<file path="config.mk">
export PLATFORM = sky130hd
export DESIGN_NAME = keypad_code_lock_controller_top_flat
export DESIGN_NICKNAME = d
export VERILOG_FILES = /design/src/design/kclc_pkg.sv /design/src/design/kclc_intf.sv /design/src/design/kclc_code_cell.sv /design/src/design/kclc_code_chain.sv /design/src/design/keypad_code_lock_controller_top.sv /design/src/flat_wrapper.sv
export SDC_FILE = /design/constraint.sdc
export NUM_CORES = 1
export LEC_CHECK = 0
export BUFFER_PORTS_ARGS = -buffer_cell sky130_fd_sc_hd__buf_4
export CAP_MARGIN = 15
export CORE_ASPECT_RATIO = 0.7
export CORE_MARGIN = 1
export CORE_UTILIZATION = 60
export CTS_BUF_LIST = sky130_fd_sc_hd__clkbuf_4 sky130_fd_sc_hd__clkbuf_8
export CTS_CLUSTER_SIZE = 8
export DETAILED_ROUTE_END_ITERATION = 7
export GPL_TIMING_DRIVEN = 0
export PLACE_DENSITY = 0.8
export SLEW_MARGIN = 20
export SYNTH_ARGS = -nofsm -noshare
export SYNTH_HDL_FRONTEND = slang
export SYNTH_HIERARCHICAL = 1
export SYNTH_SLANG_ARGS = --single-unit
</file>
<file path="constraint.sdc">
create_clock -name clock -period 9.1 [get_ports clock]
set_input_delay 0.455 -clock clock [delete_from_list [all_inputs] [get_ports clock]]
set_output_delay 0.455 -clock clock [all_outputs]
set_load 0.02 [all_outputs]
</file>
<file path="src/design/kclc_pkg.sv">
// ----------------------------------------------------------------------------
// kclc_pkg
// constants, codes and types of the keypad code lock controller
// ----------------------------------------------------------------------------
`timescale 1ns / 1ps
`default_nettype none

package kclc_pkg;

   localparam int MAX_CODES   = 10;
   localparam int CODE_DIGITS = 4;
   localparam int MAX_OUT     = 10;

   localparam int ENTRY_W = 4 * CODE_DIGITS;
   localparam int ECNT_W  = $clog2(CODE_DIGITS + 1);
   localparam int CNT_W   = $clog2(MAX_CODES + 1);
   localparam int KEY_W   = 4;
   localparam int ATT_W   = 4;
   localparam int TICK_W  = 20;
   localparam int ST_W    = 5;
   localparam int DIG_W   = 16;
   localparam int LEN_W   = 3;

   localparam int CSR_ADDR_W  = 3;
   localparam int CSR_DATA_W  = 32;
   localparam int REG_IDX_LSB = 2;

   localparam logic [ATT_W-1:0]  ATT_RESET  = 4'd3;
   localparam logic [TICK_W-1:0] TICK_RESET = 20'd15000;

   localparam logic REG_MAX_ATTEMPTS  = 1'b0;
   localparam logic REG_LOCKOUT_TICKS = 1'b1;

   localparam logic ACT_KEY  = 1'b0;
   localparam logic ACT_TICK = 1'b1;

   typedef logic [1:0] mode_type;
   localparam mode_type MODE_OUT  = 2'd0;
   localparam mode_type MODE_MENU = 2'd1;
   localparam mode_type MODE_ADD  = 2'd2;
   localparam mode_type MODE_DEL  = 2'd3;

   localparam logic [KEY_W-1:0] KEY_LAST_DIGIT = 4'd9;
   localparam logic [KEY_W-1:0] KEY_A          = 4'd10;
   localparam logic [KEY_W-1:0] KEY_B          = 4'd11;
   localparam logic [KEY_W-1:0] KEY_C          = 4'd12;
   localparam logic [KEY_W-1:0] KEY_D          = 4'd13;
   localparam logic [KEY_W-1:0] KEY_STAR       = 4'd14;
   localparam logic [KEY_W-1:0] KEY_HASH       = 4'd15;

   typedef logic [ST_W-1:0] status_type;
   localparam status_type ST_ACCEPTED        = 5'd0;
   localparam status_type ST_GRANTED         = 5'd1;
   localparam status_type ST_DENIED          = 5'd2;
   localparam status_type ST_DENIED_LOCKED   = 5'd3;
   localparam status_type ST_IGNORED_LOCKED  = 5'd4;
   localparam status_type ST_UNLOCKED        = 5'd5;
   localparam status_type ST_ADDED           = 5'd6;
   localparam status_type ST_FULL            = 5'd7;
   localparam status_type ST_BAD_LENGTH      = 5'd8;
   localparam status_type ST_REMOVED         = 5'd9;
   localparam status_type ST_NOT_FOUND       = 5'd10;
   localparam status_type ST_ADMIN_PROTECTED = 5'd11;
   localparam status_type ST_LOGGED_OFF      = 5'd12;
   localparam status_type ST_LIST_ENTRY      = 5'd13;
   localparam status_type ST_LIST_EMPTY      = 5'd14;
   localparam status_type ST_IDLE_TICK       = 5'd15;
   localparam status_type ST_MODE_ENTERED    = 5'd16;

   typedef logic [1:0] feed_type;
   localparam feed_type FEED_HEAD  = 2'd0;
   localparam feed_type FEED_WDATA = 2'd1;
   localparam feed_type FEED_NEXT  = 2'd2;

   typedef struct packed {
      logic               shift;
      feed_type           feed;
      logic [ENTRY_W-1:0] wdata;
   } chain_ctrl_type;

endpackage

`default_nettype wire

</file>
<file path="src/design/kclc_intf.sv">
// ----------------------------------------------------------------------------
// kclc channel interfaces
// valid/ready channels for key words in and result words out
// ----------------------------------------------------------------------------
`timescale 1ns / 1ps
`default_nettype none

interface kclc_req_if import kclc_pkg::*; ();
   logic             valid;
   logic             ready;
   logic             action;
   logic [KEY_W-1:0] key_code;

   modport source (output valid, action, key_code, input ready);
   modport sink   (input valid, action, key_code, output ready);
endinterface

interface kclc_rsp_if import kclc_pkg::*; ();
   logic             valid;
   logic             ready;
   logic [ST_W-1:0]  status;
   logic [DIG_W-1:0] entry_digits;
   logic [LEN_W-1:0] entry_length;
   logic             is_admin;
   logic             logged_in;
   logic             last;

   modport source (output valid, status, entry_digits, entry_length, is_admin, logged_in,
                   last, input ready);
   modport sink   (input valid, status, entry_digits, entry_length, is_admin, logged_in,
                   last, output ready);
endinterface

`default_nettype wire

</file>
<file path="src/design/kclc_code_cell.sv">
// ----------------------------------------------------------------------------
// kclc_code_cell
// one stored code of the chain, loads its neighbor's code on a shift
// ----------------------------------------------------------------------------
`timescale 1ns / 1ps
`default_nettype none

module kclc_code_cell import kclc_pkg::*; (
   input  wire logic               clock,
   input  wire logic               shift_en,
   input  wire logic [ENTRY_W-1:0] d,
   output logic      [ENTRY_W-1:0] q
);

   logic [ENTRY_W-1:0] code_ff;
   logic [ENTRY_W-1:0] code_in;

   always_comb begin
      code_in = shift_en ? d : code_ff;
   end

   always_ff @(posedge clock) begin
      code_ff <= code_in;
   end

   assign q = code_ff;

endmodule

`default_nettype wire

</file>
<file path="src/design/kclc_code_chain.sv">
// ----------------------------------------------------------------------------
// kclc_code_chain
// ring of code cells; each shift moves every code one place toward the head
// ----------------------------------------------------------------------------
`timescale 1ns / 1ps
`default_nettype none

module kclc_code_chain import kclc_pkg::*; (
   input  wire logic               clock,
   input  wire chain_ctrl_type     ctrl,
   output logic      [ENTRY_W-1:0] head
);

   logic [ENTRY_W-1:0] cell_q [MAX_CODES];
   logic [ENTRY_W-1:0] cell_d [MAX_CODES];
   logic [ENTRY_W-1:0] second;
   logic [ENTRY_W-1:0] feed_val;

   if (MAX_CODES > 1) begin : g_second
      assign second = cell_q[1];
   end else begin : g_no_second
      assign second = '0;
   end

   always_comb begin
      unique case (ctrl.feed)
         FEED_HEAD:  feed_val = cell_q[0];
         FEED_WDATA: feed_val = ctrl.wdata;
         FEED_NEXT:  feed_val = second;
         default:    feed_val = cell_q[0];
      endcase
   end

   for (genvar k = 0; k < MAX_CODES; k++) begin : g_cell
      if (k == MAX_CODES - 1) begin : g_tail
         assign cell_d[k] = feed_val;
      end else begin : g_body
         assign cell_d[k] = cell_q[k+1];
      end

      kclc_code_cell u_cell (
         .clock    (clock),
         .shift_en (ctrl.shift),
         .d        (cell_d[k]),
         .q        (cell_q[k])
      );
   end

   assign head = cell_q[0];

endmodule

`default_nettype wire

</file>
<file path="src/design/keypad_code_lock_controller_top.sv">
// ----------------------------------------------------------------------------
// keypad_code_lock_controller_top
// ticks, digits, star and mode keys give their word in the cycle after accept
// hash with a search or add walks the code chain once, word after the last step of the walk
// remove walks it twice, search then drop; list walks it once, one word a step per code
// throughput: one key or tick per cycle while the output is free; none is taken during a walk
// reset is synchronous: logged out, no codes, registers back to 3 and 15000
// ----------------------------------------------------------------------------
`timescale 1ns / 1ps
`default_nettype none

module keypad_code_lock_controller_top import kclc_pkg::*; (
   input  wire logic                  clock,
   input  wire logic                  reset,
   kclc_req_if.sink                   req_ch,
   kclc_rsp_if.source                 rsp_ch,
   input  wire logic                  csr_psel,
   input  wire logic                  csr_penable,
   input  wire logic                  csr_pwrite,
   input  wire logic [CSR_ADDR_W-1:0] csr_paddr,
   input  wire logic [CSR_DATA_W-1:0] csr_pwdata,
   output logic      [CSR_DATA_W-1:0] csr_prdata,
   output logic                       csr_pready
);

   localparam logic [2:0] S_IDLE   = 3'd0;
   localparam logic [2:0] S_SEARCH = 3'd1;
   localparam logic [2:0] S_ADD    = 3'd2;
   localparam logic [2:0] S_DROP   = 3'd3;
   localparam logic [2:0] S_LIST   = 3'd4;

   logic [2:0]         state_ff,   state_in;
   mode_type           mode_ff,    mode_in;
   logic [ENTRY_W-1:0] entry_ff,   entry_in;
   logic [ECNT_W-1:0]  ecount_ff,  ecount_in;
   logic [CNT_W-1:0]   count_ff,   count_in;
   logic               admin_rm_ff, admin_rm_in;
   logic [ATT_W-1:0]   failed_ff,  failed_in;
   logic [TICK_W-1:0]  lock_ff,    lock_in;
   logic [ATT_W-1:0]   max_att_ff, max_att_in;
   logic [TICK_W-1:0]  ticks_ff,   ticks_in;
   logic [CNT_W-1:0]   idx_ff,     idx_in;
   logic               found_ff,   found_in;
   logic [CNT_W-1:0]   fidx_ff,    fidx_in;
   logic               op_del_ff,  op_del_in;

   logic               out_valid_ff,  out_valid_in;
   status_type         out_status_ff, out_status_in;
   logic [DIG_W-1:0]   out_digits_ff, out_digits_in;
   logic [LEN_W-1:0]   out_len_ff,    out_len_in;
   logic               out_admin_ff,  out_admin_in;
   logic               out_login_ff,  out_login_in;
   logic               out_last_ff,   out_last_in;

   chain_ctrl_type     chain_ctrl;
   logic [ENTRY_W-1:0] head;

   logic               slot_free;
   logic               req_fire;
   logic               last_step;
   logic               head_hit;
   logic               found_now;
   logic [CNT_W-1:0]   fidx_now;
   logic [CNT_W-1:0]   idx_next;
   logic [ATT_W-1:0]   fail_next;
   logic               load;
   status_type         ld_status;
   logic               use_head;
   logic               ld_admin;
   logic               ld_last;
   logic               do_edit;
   logic               start_check;
   logic               csr_write;

   kclc_code_chain u_chain (
      .clock (clock),
      .ctrl  (chain_ctrl),
      .head  (head)
   );

   assign slot_free    = !out_valid_ff || rsp_ch.ready;
   assign req_ch.ready = (state_ff == S_IDLE) && slot_free;
   assign req_fire     = req_ch.valid && req_ch.ready;
   assign last_step    = (idx_ff == CNT_W'(MAX_CODES - 1));
   assign head_hit     = (idx_ff < count_ff) && (head == entry_ff);
   assign found_now    = found_ff || head_hit;
   assign fidx_now     = found_ff ? fidx_ff : idx_ff;
   assign idx_next     = idx_ff + 1'b1;
   assign fail_next    = failed_ff + 1'b1;

   always_comb begin
      state_in    = state_ff;
      mode_in     = mode_ff;
      entry_in    = entry_ff;
      ecount_in   = ecount_ff;
      count_in    = count_ff;
      admin_rm_in = admin_rm_ff;
      failed_in   = failed_ff;
      lock_in     = lock_ff;
      idx_in      = idx_ff;
      found_in    = found_ff;
      fidx_in     = fidx_ff;
      op_del_in   = op_del_ff;
      chain_ctrl.shift = 1'b0;
      chain_ctrl.feed  = FEED_HEAD;
      chain_ctrl.wdata = entry_ff;
      load        = 1'b0;
      ld_status   = ST_ACCEPTED;
      use_head    = 1'b0;
      ld_admin    = 1'b0;
      ld_last     = 1'b1;
      do_edit     = 1'b0;
      start_check = 1'b0;

      unique case (state_ff)
         S_IDLE: begin
            if (req_fire) begin
               if (req_ch.action == ACT_TICK) begin
                  load = 1'b1;
                  ld_status = ST_IDLE_TICK;
                  if (lock_ff != '0) begin
                     lock_in = lock_ff - 1'b1;
                     if (lock_ff == TICK_W'(1)) begin
                        ld_status = ST_UNLOCKED;
                     end
                  end
               end else if (lock_ff != '0) begin
                  load = 1'b1;
                  ld_status = ST_IGNORED_LOCKED;
               end else if (mode_ff == MODE_OUT) begin
                  if (req_ch.key_code == KEY_HASH) begin
                     start_check = 1'b1;
                  end else begin
                     do_edit = 1'b1;
                  end
               end else begin
                  case (req_ch.key_code)
                     KEY_A: begin
                        mode_in = MODE_ADD;
                        entry_in = '0;
                        ecount_in = '0;
                        load = 1'b1;
                        ld_status = ST_MODE_ENTERED;
                     end
                     KEY_B: begin
                        mode_in = MODE_DEL;
                        entry_in = '0;
                        ecount_in = '0;
                        load = 1'b1;
                        ld_status = ST_MODE_ENTERED;
                     end
                     KEY_C: begin
                        mode_in = MODE_MENU;
                        if (count_ff == '0) begin
                           load = 1'b1;
                           ld_status = ST_LIST_EMPTY;
                        end else begin
                           state_in = S_LIST;
                           idx_in = '0;
                        end
                     end
                     KEY_D: begin
                        mode_in = MODE_OUT;
                        entry_in = '0;
                        ecount_in = '0;
                        load = 1'b1;
                        ld_status = ST_LOGGED_OFF;
                     end
                     KEY_HASH: begin
                        if (mode_ff == MODE_ADD) begin
                           if (ecount_ff != ECNT_W'(CODE_DIGITS)) begin
                              load = 1'b1;
                              ld_status = ST_BAD_LENGTH;
                              mode_in = MODE_MENU;
                              entry_in = '0;
                              ecount_in = '0;
                           end else if (count_ff < CNT_W'(MAX_CODES)) begin
                              state_in = S_ADD;
                              idx_in = '0;
                           end else begin
                              load = 1'b1;
                              ld_status = ST_FULL;
                              mode_in = MODE_MENU;
                              entry_in = '0;
                              ecount_in = '0;
                           end
                        end else if (mode_ff == MODE_DEL) begin
                           if (ecount_ff != ECNT_W'(CODE_DIGITS)) begin
                              load = 1'b1;
                              ld_status = ST_BAD_LENGTH;
                              mode_in = MODE_MENU;
                              entry_in = '0;
                              ecount_in = '0;
                           end else begin
                              state_in = S_SEARCH;
                              op_del_in = 1'b1;
                              idx_in = '0;
                              found_in = 1'b0;
                           end
                        end else begin
                           start_check = 1'b1;
                        end
                     end
                     default: begin
                        do_edit = 1'b1;
                     end
                  endcase
               end

               if (do_edit) begin
                  load = 1'b1;
                  ld_status = ST_ACCEPTED;
                  if (req_ch.key_code == KEY_STAR) begin
                     if (ecount_ff != '0) begin
                        entry_in = entry_ff >> 4;
                        ecount_in = ecount_ff - 1'b1;
                     end
                  end else if (req_ch.key_code <= KEY_LAST_DIGIT &&
                               ecount_ff < ECNT_W'(CODE_DIGITS)) begin
                     entry_in = ENTRY_W'({entry_ff, req_ch.key_code});
                     ecount_in = ecount_ff + 1'b1;
                  end
               end

               if (start_check) begin
                  if (!(ecount_ff == ECNT_W'(CODE_DIGITS) ||
                        (ecount_ff == '0 && count_ff == '0))) begin
                     load = 1'b1;
                     ld_status = ST_BAD_LENGTH;
                  end else if (count_ff == '0) begin
                     load = 1'b1;
                     ld_status = ST_GRANTED;
                     mode_in = MODE_MENU;
                     entry_in = '0;
                     ecount_in = '0;
                  end else begin
                     state_in = S_SEARCH;
                     op_del_in = 1'b0;
                     idx_in = '0;
                     found_in = 1'b0;
                  end
               end
            end
         end
         S_SEARCH: begin
            if (slot_free) begin
               chain_ctrl.shift = 1'b1;
               idx_in = idx_next;
               if (!found_ff && head_hit) begin
                  found_in = 1'b1;
                  fidx_in = idx_ff;
               end
               if (last_step) begin
                  state_in = S_IDLE;
                  idx_in = '0;
                  if (!op_del_ff) begin
                     load = 1'b1;
                     entry_in = '0;
                     ecount_in = '0;
                     if (found_now) begin
                        mode_in = MODE_MENU;
                        ld_status = ST_GRANTED;
                     end else if (fail_next >= max_att_ff) begin
                        lock_in = ticks_ff;
                        failed_in = '0;
                        ld_status = ST_DENIED_LOCKED;
                     end else begin
                        failed_in = fail_next;
                        ld_status = ST_DENIED;
                     end
                  end else if (!found_now) begin
                     load = 1'b1;
                     ld_status = ST_NOT_FOUND;
                     mode_in = MODE_MENU;
                     entry_in = '0;
                     ecount_in = '0;
                  end else if (fidx_now == '0 && !admin_rm_ff) begin
                     load = 1'b1;
                     ld_status = ST_ADMIN_PROTECTED;
                     mode_in = MODE_MENU;
                     entry_in = '0;
                     ecount_in = '0;
                  end else begin
                     state_in = S_DROP;
                     fidx_in = fidx_now;
                  end
               end
            end
         end
         S_ADD: begin
            if (slot_free) begin
               chain_ctrl.shift = 1'b1;
               chain_ctrl.feed = (idx_ff == count_ff) ? FEED_WDATA : FEED_HEAD;
               idx_in = idx_next;
               if (last_step) begin
                  state_in = S_IDLE;
                  idx_in = '0;
                  count_in = count_ff + 1'b1;
                  mode_in = MODE_MENU;
                  entry_in = '0;
                  ecount_in = '0;
                  load = 1'b1;
                  ld_status = ST_ADDED;
               end
            end
         end
         S_DROP: begin
            if (slot_free) begin
               chain_ctrl.shift = 1'b1;
               chain_ctrl.feed = (idx_ff >= fidx_ff) ? FEED_NEXT : FEED_HEAD;
               idx_in = idx_next;
               if (last_step) begin
                  state_in = S_IDLE;
                  idx_in = '0;
                  count_in = count_ff - 1'b1;
                  admin_rm_in = admin_rm_ff || (fidx_ff == '0);
                  mode_in = MODE_MENU;
                  entry_in = '0;
                  ecount_in = '0;
                  load = 1'b1;
                  ld_status = ST_REMOVED;
               end
            end
         end
         S_LIST: begin
            if (slot_free) begin
               chain_ctrl.shift = 1'b1;
               idx_in = idx_next;
               if (idx_ff < count_ff && 32'(idx_ff) < MAX_OUT) begin
                  load = 1'b1;
                  ld_status = ST_LIST_ENTRY;
                  use_head = 1'b1;
                  ld_admin = (idx_ff == '0) && !admin_rm_ff;
                  ld_last = (idx_next == count_ff) || (32'(idx_next) == MAX_OUT);
               end
               if (last_step) begin
                  state_in = S_IDLE;
                  idx_in = '0;
               end
            end
         end
         default: begin
            state_in = S_IDLE;
         end
      endcase
   end

   always_comb begin
      out_valid_in  = load || (out_valid_ff && !rsp_ch.ready);
      out_status_in = load ? ld_status : out_status_ff;
      out_digits_in = out_digits_ff;
      out_len_in    = out_len_ff;
      out_admin_in  = out_admin_ff;
      out_login_in  = out_login_ff;
      out_last_in   = out_last_ff;
      if (load) begin
         out_digits_in = use_head ? DIG_W'(head) : DIG_W'(entry_in);
         out_len_in    = LEN_W'(ecount_in);
         out_admin_in  = ld_admin;
         out_login_in  = (mode_in != MODE_OUT);
         out_last_in   = ld_last;
      end
   end

   // configuration port
   assign csr_pready = 1'b1;
   assign csr_write  = csr_psel && csr_penable && csr_pwrite;

   always_comb begin
      max_att_in = max_att_ff;
      ticks_in   = ticks_ff;
      if (csr_write) begin
         unique case (csr_paddr[REG_IDX_LSB])
            REG_MAX_ATTEMPTS:  max_att_in = csr_pwdata[ATT_W-1:0];
            REG_LOCKOUT_TICKS: ticks_in = csr_pwdata[TICK_W-1:0];
            default:           max_att_in = max_att_ff;
         endcase
      end
   end

   always_comb begin
      unique case (csr_paddr[REG_IDX_LSB])
         REG_MAX_ATTEMPTS:  csr_prdata = CSR_DATA_W'(max_att_ff);
         REG_LOCKOUT_TICKS: csr_prdata = CSR_DATA_W'(ticks_ff);
         default:           csr_prdata = '0;
      endcase
   end

   always_ff @(posedge clock) begin
      if (reset) begin
         state_ff     <= S_IDLE;
         mode_ff      <= MODE_OUT;
         entry_ff     <= '0;
         ecount_ff    <= '0;
         count_ff     <= '0;
         admin_rm_ff  <= 1'b0;
         failed_ff    <= '0;
         lock_ff      <= '0;
         max_att_ff   <= ATT_RESET;
         ticks_ff     <= TICK_RESET;
         idx_ff       <= '0;
         out_valid_ff <= 1'b0;
      end else begin
         state_ff     <= state_in;
         mode_ff      <= mode_in;
         entry_ff     <= entry_in;
         ecount_ff    <= ecount_in;
         count_ff     <= count_in;
         admin_rm_ff  <= admin_rm_in;
         failed_ff    <= failed_in;
         lock_ff      <= lock_in;
         max_att_ff   <= max_att_in;
         ticks_ff     <= ticks_in;
         idx_ff       <= idx_in;
         out_valid_ff <= out_valid_in;
      end
   end

   always_ff @(posedge clock) begin
      found_ff      <= found_in;
      fidx_ff       <= fidx_in;
      op_del_ff     <= op_del_in;
      out_status_ff <= out_status_in;
      out_digits_ff <= out_digits_in;
      out_len_ff    <= out_len_in;
      out_admin_ff  <= out_admin_in;
      out_login_ff  <= out_login_in;
      out_last_ff   <= out_last_in;
   end

   assign rsp_ch.valid        = out_valid_ff;
   assign rsp_ch.status       = out_status_ff;
   assign rsp_ch.entry_digits = out_digits_ff;
   assign rsp_ch.entry_length = out_len_ff;
   assign rsp_ch.is_admin     = out_admin_ff;
   assign rsp_ch.logged_in    = out_login_ff;
   assign rsp_ch.last         = out_last_ff;

endmodule

`default_nettype wire

</file>
<file path="src/flat_wrapper.sv">
// flat-port wrapper written by rule: the top's interface ports become plain ports
module keypad_code_lock_controller_top_flat import kclc_pkg::*;
  (clock, reset, csr_psel, csr_penable, csr_pwrite, csr_paddr, csr_pwdata, csr_prdata, csr_pready, req_ch_valid, req_ch_action, req_ch_key_code, req_ch_ready, rsp_ch_valid, rsp_ch_status, rsp_ch_entry_digits, rsp_ch_entry_length, rsp_ch_is_admin, rsp_ch_logged_in, rsp_ch_last, rsp_ch_ready);
  kclc_req_if req_ch_i ();
  kclc_rsp_if rsp_ch_i ();
  input  wire logic clock;
  input  wire logic reset;
  input  wire logic csr_psel;
  input  wire logic csr_penable;
  input  wire logic csr_pwrite;
  input  wire logic [CSR_ADDR_W-1:0] csr_paddr;
  input  wire logic [CSR_DATA_W-1:0] csr_pwdata;
  output logic      [CSR_DATA_W-1:0] csr_prdata;
  output logic csr_pready;
  input wire logic [$bits(req_ch_i.valid)-1:0] req_ch_valid;
  input wire logic [$bits(req_ch_i.action)-1:0] req_ch_action;
  input wire logic [$bits(req_ch_i.key_code)-1:0] req_ch_key_code;
  output wire logic [$bits(req_ch_i.ready)-1:0] req_ch_ready;
  output wire logic [$bits(rsp_ch_i.valid)-1:0] rsp_ch_valid;
  output wire logic [$bits(rsp_ch_i.status)-1:0] rsp_ch_status;
  output wire logic [$bits(rsp_ch_i.entry_digits)-1:0] rsp_ch_entry_digits;
  output wire logic [$bits(rsp_ch_i.entry_length)-1:0] rsp_ch_entry_length;
  output wire logic [$bits(rsp_ch_i.is_admin)-1:0] rsp_ch_is_admin;
  output wire logic [$bits(rsp_ch_i.logged_in)-1:0] rsp_ch_logged_in;
  output wire logic [$bits(rsp_ch_i.last)-1:0] rsp_ch_last;
  input wire logic [$bits(rsp_ch_i.ready)-1:0] rsp_ch_ready;
  assign req_ch_i.valid = req_ch_valid;
  assign req_ch_i.action = req_ch_action;
  assign req_ch_i.key_code = req_ch_key_code;
  assign req_ch_ready = req_ch_i.ready;
  assign rsp_ch_valid = rsp_ch_i.valid;
  assign rsp_ch_status = rsp_ch_i.status;
  assign rsp_ch_entry_digits = rsp_ch_i.entry_digits;
  assign rsp_ch_entry_length = rsp_ch_i.entry_length;
  assign rsp_ch_is_admin = rsp_ch_i.is_admin;
  assign rsp_ch_logged_in = rsp_ch_i.logged_in;
  assign rsp_ch_last = rsp_ch_i.last;
  assign rsp_ch_i.ready = rsp_ch_ready;
  keypad_code_lock_controller_top u_core (.clock(clock), .reset(reset), .req_ch(req_ch_i), .rsp_ch(rsp_ch_i), .csr_psel(csr_psel), .csr_penable(csr_penable), .csr_pwrite(csr_pwrite), .csr_paddr(csr_paddr), .csr_pwdata(csr_pwdata), .csr_prdata(csr_prdata), .csr_pready(csr_pready));
endmodule
</file>
==> impl_results.md, run 1 <==
* Average cell area after synthesis at 10.88 um^2
* Setup crit start kind: flip-flop
* Critical path type: reg -> reg
* Run status: complete, no violations
* Setup crit end: u_core/rsp_ch.valid
* Fin nets at 1380
* Initial drt markers at 1227
* Number of global-route vias before repair at 9011
* Final ANT Viol Nets at 0
* Pleak at 5.495 nW
* Hold_buf cts at 0
* CP peak stage delay at 1.05 ns
* Num rows at 44
* Period minus WS final at 3.780 ns
* Clock transition at the registers of the reported paths at 0.07 ns
* Layout area overhead at 15.23%
* # diodes at 0
* Max cap viols at 0
* Synth Flop Type: edfxtp_1
* Wire per inst at 20.72 um
* H-tree levels at 2
* Ys async rst share at 0%
* Starting Density at 61.23%
* GRT Resource Usage Total at 31.29%
* Post-Layout Cell Count at 1616
* Reg2Reg Setup Slack at 5.32 ns
* Final Skew at 0.03391 ns
* Worst R2R Path Depth at 7
* Post-synth EDFFs at 193
* Peak supply drop at 194.3 uV
* CP max-delay cell: or4_2
* Largest net degree at the start of global routing at 63
* Post-CTS Setup Inserts at 0
* FF+latch count, synth at 275
* RSZ-0062 raised after global routing: no
* Drt pass-1 iters at 6
* Clk buf depth at 3
* Final setup TNS at 0 ns
* Total congestion overflow at 0
* Final hold vios at 0
* Syn. warnings at 6
* CTS Root Buffer Type: clkbuf_8
* Initial antenna violation count at 1
* Remaining DRCs at 0
* Die span in x at 176.0 um
* CTS tree: yes
* Latest clock arrival within the worst-skew pair at 0.57 ns
* Routed WL at 33490 um
* Die height at 123.8 um
* DP HPWL at 23510 um
* Final-report setup violation count at 0
* Final Max Tran Viols at 0
* Critical path peak fanout at 28
* Post-Synthesis Cells at 1168
* Gpl congestion at 0.9618
* PostCTS Resize Cnt at 0
* Seq/Total Area, Yosys at 58.52%
* Final period utilization at 41.54%
* Worst r2r src: u_core/u_chain/g_cell[0].u_cell/q[3]
* Reg-to-reg endpoint: u_core/rsp_ch.valid
* First-pass GRT wire length at 51260 um
* CP startpoint: u_core/u_chain/g_cell[0].u_cell/q[3]
* Slew HR at 31.44%
* Port Buf Inserts at 81
* Crit path DAT at 4.22 ns
* Inst Count DP at 1538
* Crit. End Element: flip-flop
* WP data required at 9.54 ns
* Via-per-instance ratio at 6.127
* Inserted Clock Buffers at 42
* PwrDens at 319.6 nW/um^2
* Slew @ Worst Pin at 1.021 ns
* Ratio of cells with drive above 1 in the final layout at 17.31%
* F_max at 264.6 MHz
* Core Area at 20750 um^2
* Hold Crit Class: in -> reg
* I/O pin count at 109
* Post-Syn Area at 12710 um^2
* Clock sink total at 275
* Hold depth at 3
* Die area at 21780 um^2
* Vias after detailed routing at 9901
* Distinct cells, synth at 86
* Worst path cell trace: xor2_1 -> nor4_1 -> nand4_1 -> o31ai_1 -> a21oi_1 -> or4_2 -> o21ba_1
## logic make-up after synthesis
group,after synthesis,share of synthesized area (%)
compound gates,299,15.57
buf+inv,114,4.352
other cells,2,0.05909
mux,6,0.4923
fa+ha+maj,27,2.717
flops,275,58.52
simple gates,417,16.36
xor+xnor,28,1.930
## critical path: cells and delay by family (launching register included)
family,cells,cell delay (ns)
and+or+nand+nor,3,2.01
AOI/OAI and AO/OA,3,1.02
xor gates and xnor gates,1,0.19
DFF,1,0.43
## state kept, by name, indices dropped and copies added, names as in the netlist
name                            cells
u_core/u_chain/g_cell.u_cell/q    160
u_core/rsp_ch.valid                 1
u_core/ecount_ff                    3
u_core/rsp_ch.logged_in             1
u_core/admin_rm_ff                  1
u_core/rsp_ch.entry_length          3
u_core/ticks_ff                    20
u_core/found_ff                     1
u_core/idx_ff                       4
u_core/mode_ff                      2
u_core/entry_ff                    16
u_core/rsp_ch.status                5
u_core/op_del_ff                    1
u_core/fidx_ff                      4
u_core/rsp_ch.last                  1
u_core/max_att_ff                   4
u_core/count_ff                     4
u_core/state_ff                     3
u_core/lock_ff                     20
u_core/rsp_ch.is_admin              1
u_core/failed_ff                    4
u_core/rsp_ch.entry_digits         16
## layer usage
layer	GRT usage, %	vias to the layer above	wire (um)
met5	0	-	9
met2	42.22	577	13430
li1	-	4567	-
met1	48.44	4698	15610
met4	8.152	2	550
met3	9.096	57	3895
## cell type report
type                    instances  area (um^2)
clock buffers                  71        808.3
clock inverters                 7        60.06
plain buffers                  71        391.6
well taps                     276        345.3
inverters                      43        161.4
fillers                      1487         6111
multi-input cells             790         4777
flip-flops and latches        275         7437
repair buffers                 83        663.1
## power breakdown
part	total, mW	switching, mW	leakage (nW)	internal, mW
Combinational	1.85	1.23	2.54	0.622
Clock	1.05	0.481	0.473	0.566
Sequential	1.78	0.154	2.48	1.62
## metrics by stage
step	hold slack [ns]	worst slack (ns)	power [mW]	utilization [%]	cell area, um^2
2_1_floorplan	0.4003	3.770	3.048	-	12750
3_3_place_gp	0.4010	2.166	3.579	66.02	13700
3_5_place_dp	0.4045	5.514	3.584	66.34	13770
4_1_cts	0.07013	5.481	4.641	70.53	14640
5_1_grt	0.09244	5.223	4.931	70.56	14640
6_report	0.09140	5.320	4.680	70.56	14640
## Yosys cell counts (7+ instances only)
cell type | instances | area share (%)
nand3_1 | 26 | 1.0
ha_1 | 26 | 2.6
edfxtp_1 | 193 | 46
o31ai_1 | 7 | 0.41
a211oi_1 | 15 | 0.89
o21ai_0 | 57 | 2.2
o221ai_1 | 7 | 0.48
xnor2_1 | 9 | 0.62
o21ai_1 | 12 | 0.47
nand2b_1 | 9 | 0.44
nand3b_1 | 12 | 0.71
dfxtp_1 | 82 | 13
nor3_1 | 32 | 1.3
o21a_1 | 9 | 0.53
nor2b_1 | 8 | 0.39
buf_2 | 12 | 0.47
a22oi_2 | 11 | 1.1
nand4_1 | 10 | 0.49
a21o_1 | 8 | 0.47
nor4_1 | 15 | 0.74
a21oi_1 | 96 | 3.8
nor2_1 | 100 | 3.0
a31oi_1 | 9 | 0.44
xor2_1 | 19 | 1.3
and3_1 | 9 | 0.44
and2_1 | 21 | 1.0
buf_4 | 14 | 0.83
clkbuf_1 | 37 | 1.1
inv_1 | 42 | 1.2
nand2_1 | 132 | 3.9
a22oi_1 | 16 | 0.95
## worst min path at each step
| stage | startpoint | to | slack, ns |
|---|---|---|---|
| 3_3_place_gp | u_core/u_chain/g_cell[3].u_cell/q[4] | u_core/u_chain/g_cell[2].u_cell/q[4] | 0.40 |
| 2_1_floorplan | u_core/u_chain/g_cell[2].u_cell/q[0] | u_core/u_chain/g_cell[1].u_cell/q[0] | 0.40 |
| 3_5_place_dp | u_core/u_chain/g_cell[2].u_cell/q[11] | u_core/u_chain/g_cell[1].u_cell/q[11] | 0.40 |
| 4_1_cts | csr_pwdata[9] | u_core/ticks_ff[9] | 0.07 |
| 5_1_grt | csr_pwdata[7] | u_core/ticks_ff[7] | 0.09 |
| 6_report | csr_pwdata[9] | u_core/ticks_ff[9] | 0.09 |
## placed cells by master, fill, tap and decap left out, drive strengths merged, types with 34 or more instances in the layout
cell	count
nand2	132
edfxtp	193
buf	117
inv	44
dfxtp	82
o21ai	71
clkbuf	108
a21oi	97
nor2	101
nor3	34
Note: power is estimated with default switching activity, not from simulation.
==> run 2, diff against run 1 <==
- ABC_AREA: not set -> 1
- clock period: 9.1 -> 3.77 ns (I/O delays scaled with it)
==> impl_results.md, run 2 <==
* Run status: complete, no violations
* Final ANT Viol Nets at 0 (unchanged)
* Number of global-route vias before repair at 9885 (+9.7%)
* Post-synth EDFFs at 193 (unchanged)
* FF+latch count, synth at 275 (unchanged)
* Reg2Reg Setup Slack at 0.93 ns (-4.39 ns)
* Ratio of cells with drive above 1 in the final layout at 17.20% (-0.12 points)
* Hold depth at 3 (unchanged)
* F_max at 352.6 MHz (+33%)
* Crit. End Element: flip-flop
* Synth Flop Type: edfxtp_1
* CP bufs+invs at 5 (+5)
* Worst path cell trace: inv_1 -> ha_1 -> inv_1 -> o21bai_1 -> nand2_1 -> nand2_1 -> inv_1 -> nand2_1 -> clkinv_1 -> nor2_1 -> nand3_2 -> buf_16
* Hold Crit Class: in -> reg
* Clk buf depth at 3 (unchanged)
* Inst Count DP at 1813 (+18%)
* Pleak at 6.685 nW (+22%)
* PostCTS Resize Cnt at 0 (unchanged)
* Syn. warnings at 6 (unchanged)
* Final WS setup at 0.9336 ns (-4.387 ns)
* Num rows at 44 (unchanged)
* Die height at 125.8 um (+1.6%)
* Synth top area cells: edfxtp_1 44%, dfxtp_1 12%, nand2_1 12%
* Fillers at 1526 (+2.6%)
* Via-per-instance ratio at 5.621 (-8.3%)
* Pre-CTS setup slack at 1.128 ns (-4.386 ns)
* Final period utilization at 75.23% (+34 points)
* Final-report setup violation count at 0 (unchanged)
* Critical path peak fanout at 22 (-21%)
* Ys async rst share at 0% (unchanged)
* Post-CTS Setup Inserts at 0 (unchanged)
* Setup crit start kind: flip-flop
* Total congestion overflow at 0 (unchanged)
* Port Buf Inserts at 80 (-1.2%)
* Max cap viols at 0 (unchanged)
* WP data required at 4.05 ns (-5.49 ns)
* Starting Density at 62.30% (+1.1 points)
* Post-synth top cells: 426 x nand2_1, 193 x edfxtp_1, 151 x inv_1, 112 x nor2_1
* DP HPWL at 24270 um (+3.2%)
* Top-count cell post-synth: nand2_1
* Post-Synthesis Cells at 1439 (+23%)
* Hold_buf cts at 21 (+21)
* Layout area overhead at 17.06%
* Largest net degree at the start of global routing at 32 (-49%)
* First-pass GRT wire length at 53470 um (+4.3%)
* Crit path DAT at 3.12 ns (-1.10 ns)
* CTS Root Buffer Type: clkbuf_8
* Final hold vios at 0 (unchanged)
* Drt pass-1 iters at 5 (-1)
* Period minus WS final at 2.836 ns (-0.9434 ns)
* Wire per inst at 17.87 um (-14%)
* Initial antenna violation count at 0 (-1)
* Latest clock arrival within the worst-skew pair at 0.57 ns (about the same)
* Hold Crit Endpoint: u_core/max_att_ff[1]
* Max reg flops at 160 (unchanged)
* Net load switching power at 1.736 mW (-7.0%)
* Cell Int Power at 4.915 mW (+75%)
* Commonest non-fill, non-tap cell in the layout: nand2_1
* CP max-delay cell: dfxtp_1
* H-tree levels at 2 (unchanged)
* Worst r2r src: u_core/count_ff[1]
* Critical path type: reg -> reg
* Vias after detailed routing at 10736 (+8.4%)
* RSZ-0062 raised after global routing: no
* CP peak stage delay at 0.40 ns (-0.65 ns)
* Most frequent cells in the layout: 424 x nand2_1, 193 x edfxtp_1, 149 x inv_1, 111 x nor2_1, 94 x buf_4
* PwrDens at 432.6 nW/um^2 (+35%)
* Worst R2R Path Depth at 12 (+5)
* Final Max Tran Viols at 0 (unchanged)
* Initial drt markers at 1277 (+4.1%)
* Seq/Total Area, Yosys at 56.61% (-1.9 points)
* Post-Syn Area at 13140 um^2 (+3.4%)
* Slew @ Worst Pin at 0.9207 ns (-0.09988 ns)
* # diodes at 0 (unchanged)
* Clock sink total at 275 (unchanged)
* Combinational Power Share at 12.4% (-27 points)
* Gpl congestion at 0.9728 (+1.1%)
* I/O pin count at 109 (unchanged)
* Inserted Clock Buffers at 41 (-2.4%)
* Multi-input gate area at 4786 um^2 (+0.18%)
* Routed WL at 34130 um (+1.9%)
* Total power at 6.652 mW (+42%)
* Flip-flop and latch area at 7443 um^2 (about the same)
* Fin nets at 1675 (+21%)
* Final Skew at 0.03269 ns (-0.001217 ns)
* Sw Ratio at 26.10% (-14 points)
* Synth area leader: edfxtp_1
* CP top delay family: buffers and inverters
* Clock share of power at 37.5% (+15 points)
* Synth top area share at 44.12% (-1.5 points)
* Average cell area after synthesis at 9.129 um^2 (-16%)
* GRT Resource Usage Total at 31.22% (-0.066 points)
* Die span in x at 178.9 um (+1.7%)
* Core Area at 21090 um^2 (+1.6%)
* CP startpoint: u_core/count_ff[1]
* Clock transition at the registers of the reported paths at 0.06 ns (about the same)
* Reg-to-reg endpoint: u_core/rsp_ch.status[4]
* Post-Layout Cell Count at 1910 (+18%)
* Slew HR at 38.62% (+7.2 points)
* Remaining DRCs at 0 (unchanged)
* HP Start: csr_paddr[2]
* Distinct cells, synth at 53 (-38%)
* CTS tree: yes
* Die area at 22500 um^2 (+3.3%)
* Peak supply drop at 387.5 uV (+99%)
* Flop pwr share at 50.1% (+12 points)
## run 2: cell types whose count changed in the layout (fill, tap and decap cells not counted), moves of 12 or more
cell	delta
dlygate4sd3_1	+21
nand2_1	+292
inv_1	+107
inv_2	+13
and2_1	-21
nand3_1	+33
a21oi_1	-20
xor2_1	-12
a211oi_1	-12
nand2_2	+23
nand3b_1	-12
o21ai_0	+25
clkbuf_1	-18
nor3_1	-23
## run 2: worst max path at each step
stage | slack (ns) | cells after the start | endpoint
CTS | 1.01 | 12 | u_core/rsp_ch.status[4]
floorplan | -0.02 | 11 | u_core/idx_ff[3]
global route | 0.78 | 12 | u_core/rsp_ch.status[4]
global placement | -1.02 | 11 | u_core/idx_ff[3]
finish | 0.93 | 12 | u_core/rsp_ch.status[4]
detailed placement | 1.13 | 14 | u_core/u_chain/g_cell[9].u_cell/q[11]
## run 2: metrics by stage
step | hold slack [ns] | utilization, % | cell area, um^2 | setup TNS, ns
6_report | 0.03654 | 72.93 | 15380 | 0
5_1_grt | 0.04105 | 72.93 | 15380 | 0
4_1_cts | 0.007813 | 72.93 | 15380 | 0
3_5_place_dp | 0.4026 | 67.90 | 14320 | 0
3_3_place_gp | 0.4002 | 67.14 | 14160 | -125.75
2_1_floorplan | 0.3148 | - | 13210 | -0.04558
## run 2: layout make-up
type / count / share of cell area [%]
Inverter: 166 / 4.101
Timing Repair Buffer: 108 / 6.282
Clock buffer: 72 / 5.264
Buffer: 52 / 2.319
Clock inverter: 4 / 0.2604
Multi-Input combinational cell: 957 / 31.12
Sequential cell: 275 / 48.41
Tap cell: 276 / 2.246
## run 2: cells by family after synthesis
| logic type | share of synthesized area, % |
|---|---|
| AND/OR/NAND/NOR | 23.11 |
| flip-flops | 56.61 |
| buffers and inverters | 7.477 |
| AO/OA/AOI/OAI | 9.039 |
| adder cells (fa/ha/maj) | 2.629 |
| XOR/XNOR | 1.000 |
| other | 0.05717 |
| multiplexers | 0.07620 |
## run 2: power groups by stage
stage	logic [mW]	clock network (mW)	registers (mW)
floorplan	0.519	0	3.41
global placement	0.766	0	3.39
detailed placement	0.785	0	3.39
CTS	0.806	2.54	3.33
global route	0.900	2.67	3.34
finish	0.823	2.50	3.33
## run 2: tightest hold or removal path, stage by stage
cell	delay, ns
buf_4	0.12
nor2_1	0.08
o21ai_0	0.17
## run 2: metal layers
metal | global-route usage [%] | share of wire, %
met1 | 48.97 | 47
met2 | 43.83 | 40
met3 | 6.975 | 11
met4 | 7.029 | 1.8
met5 | 0 | 0
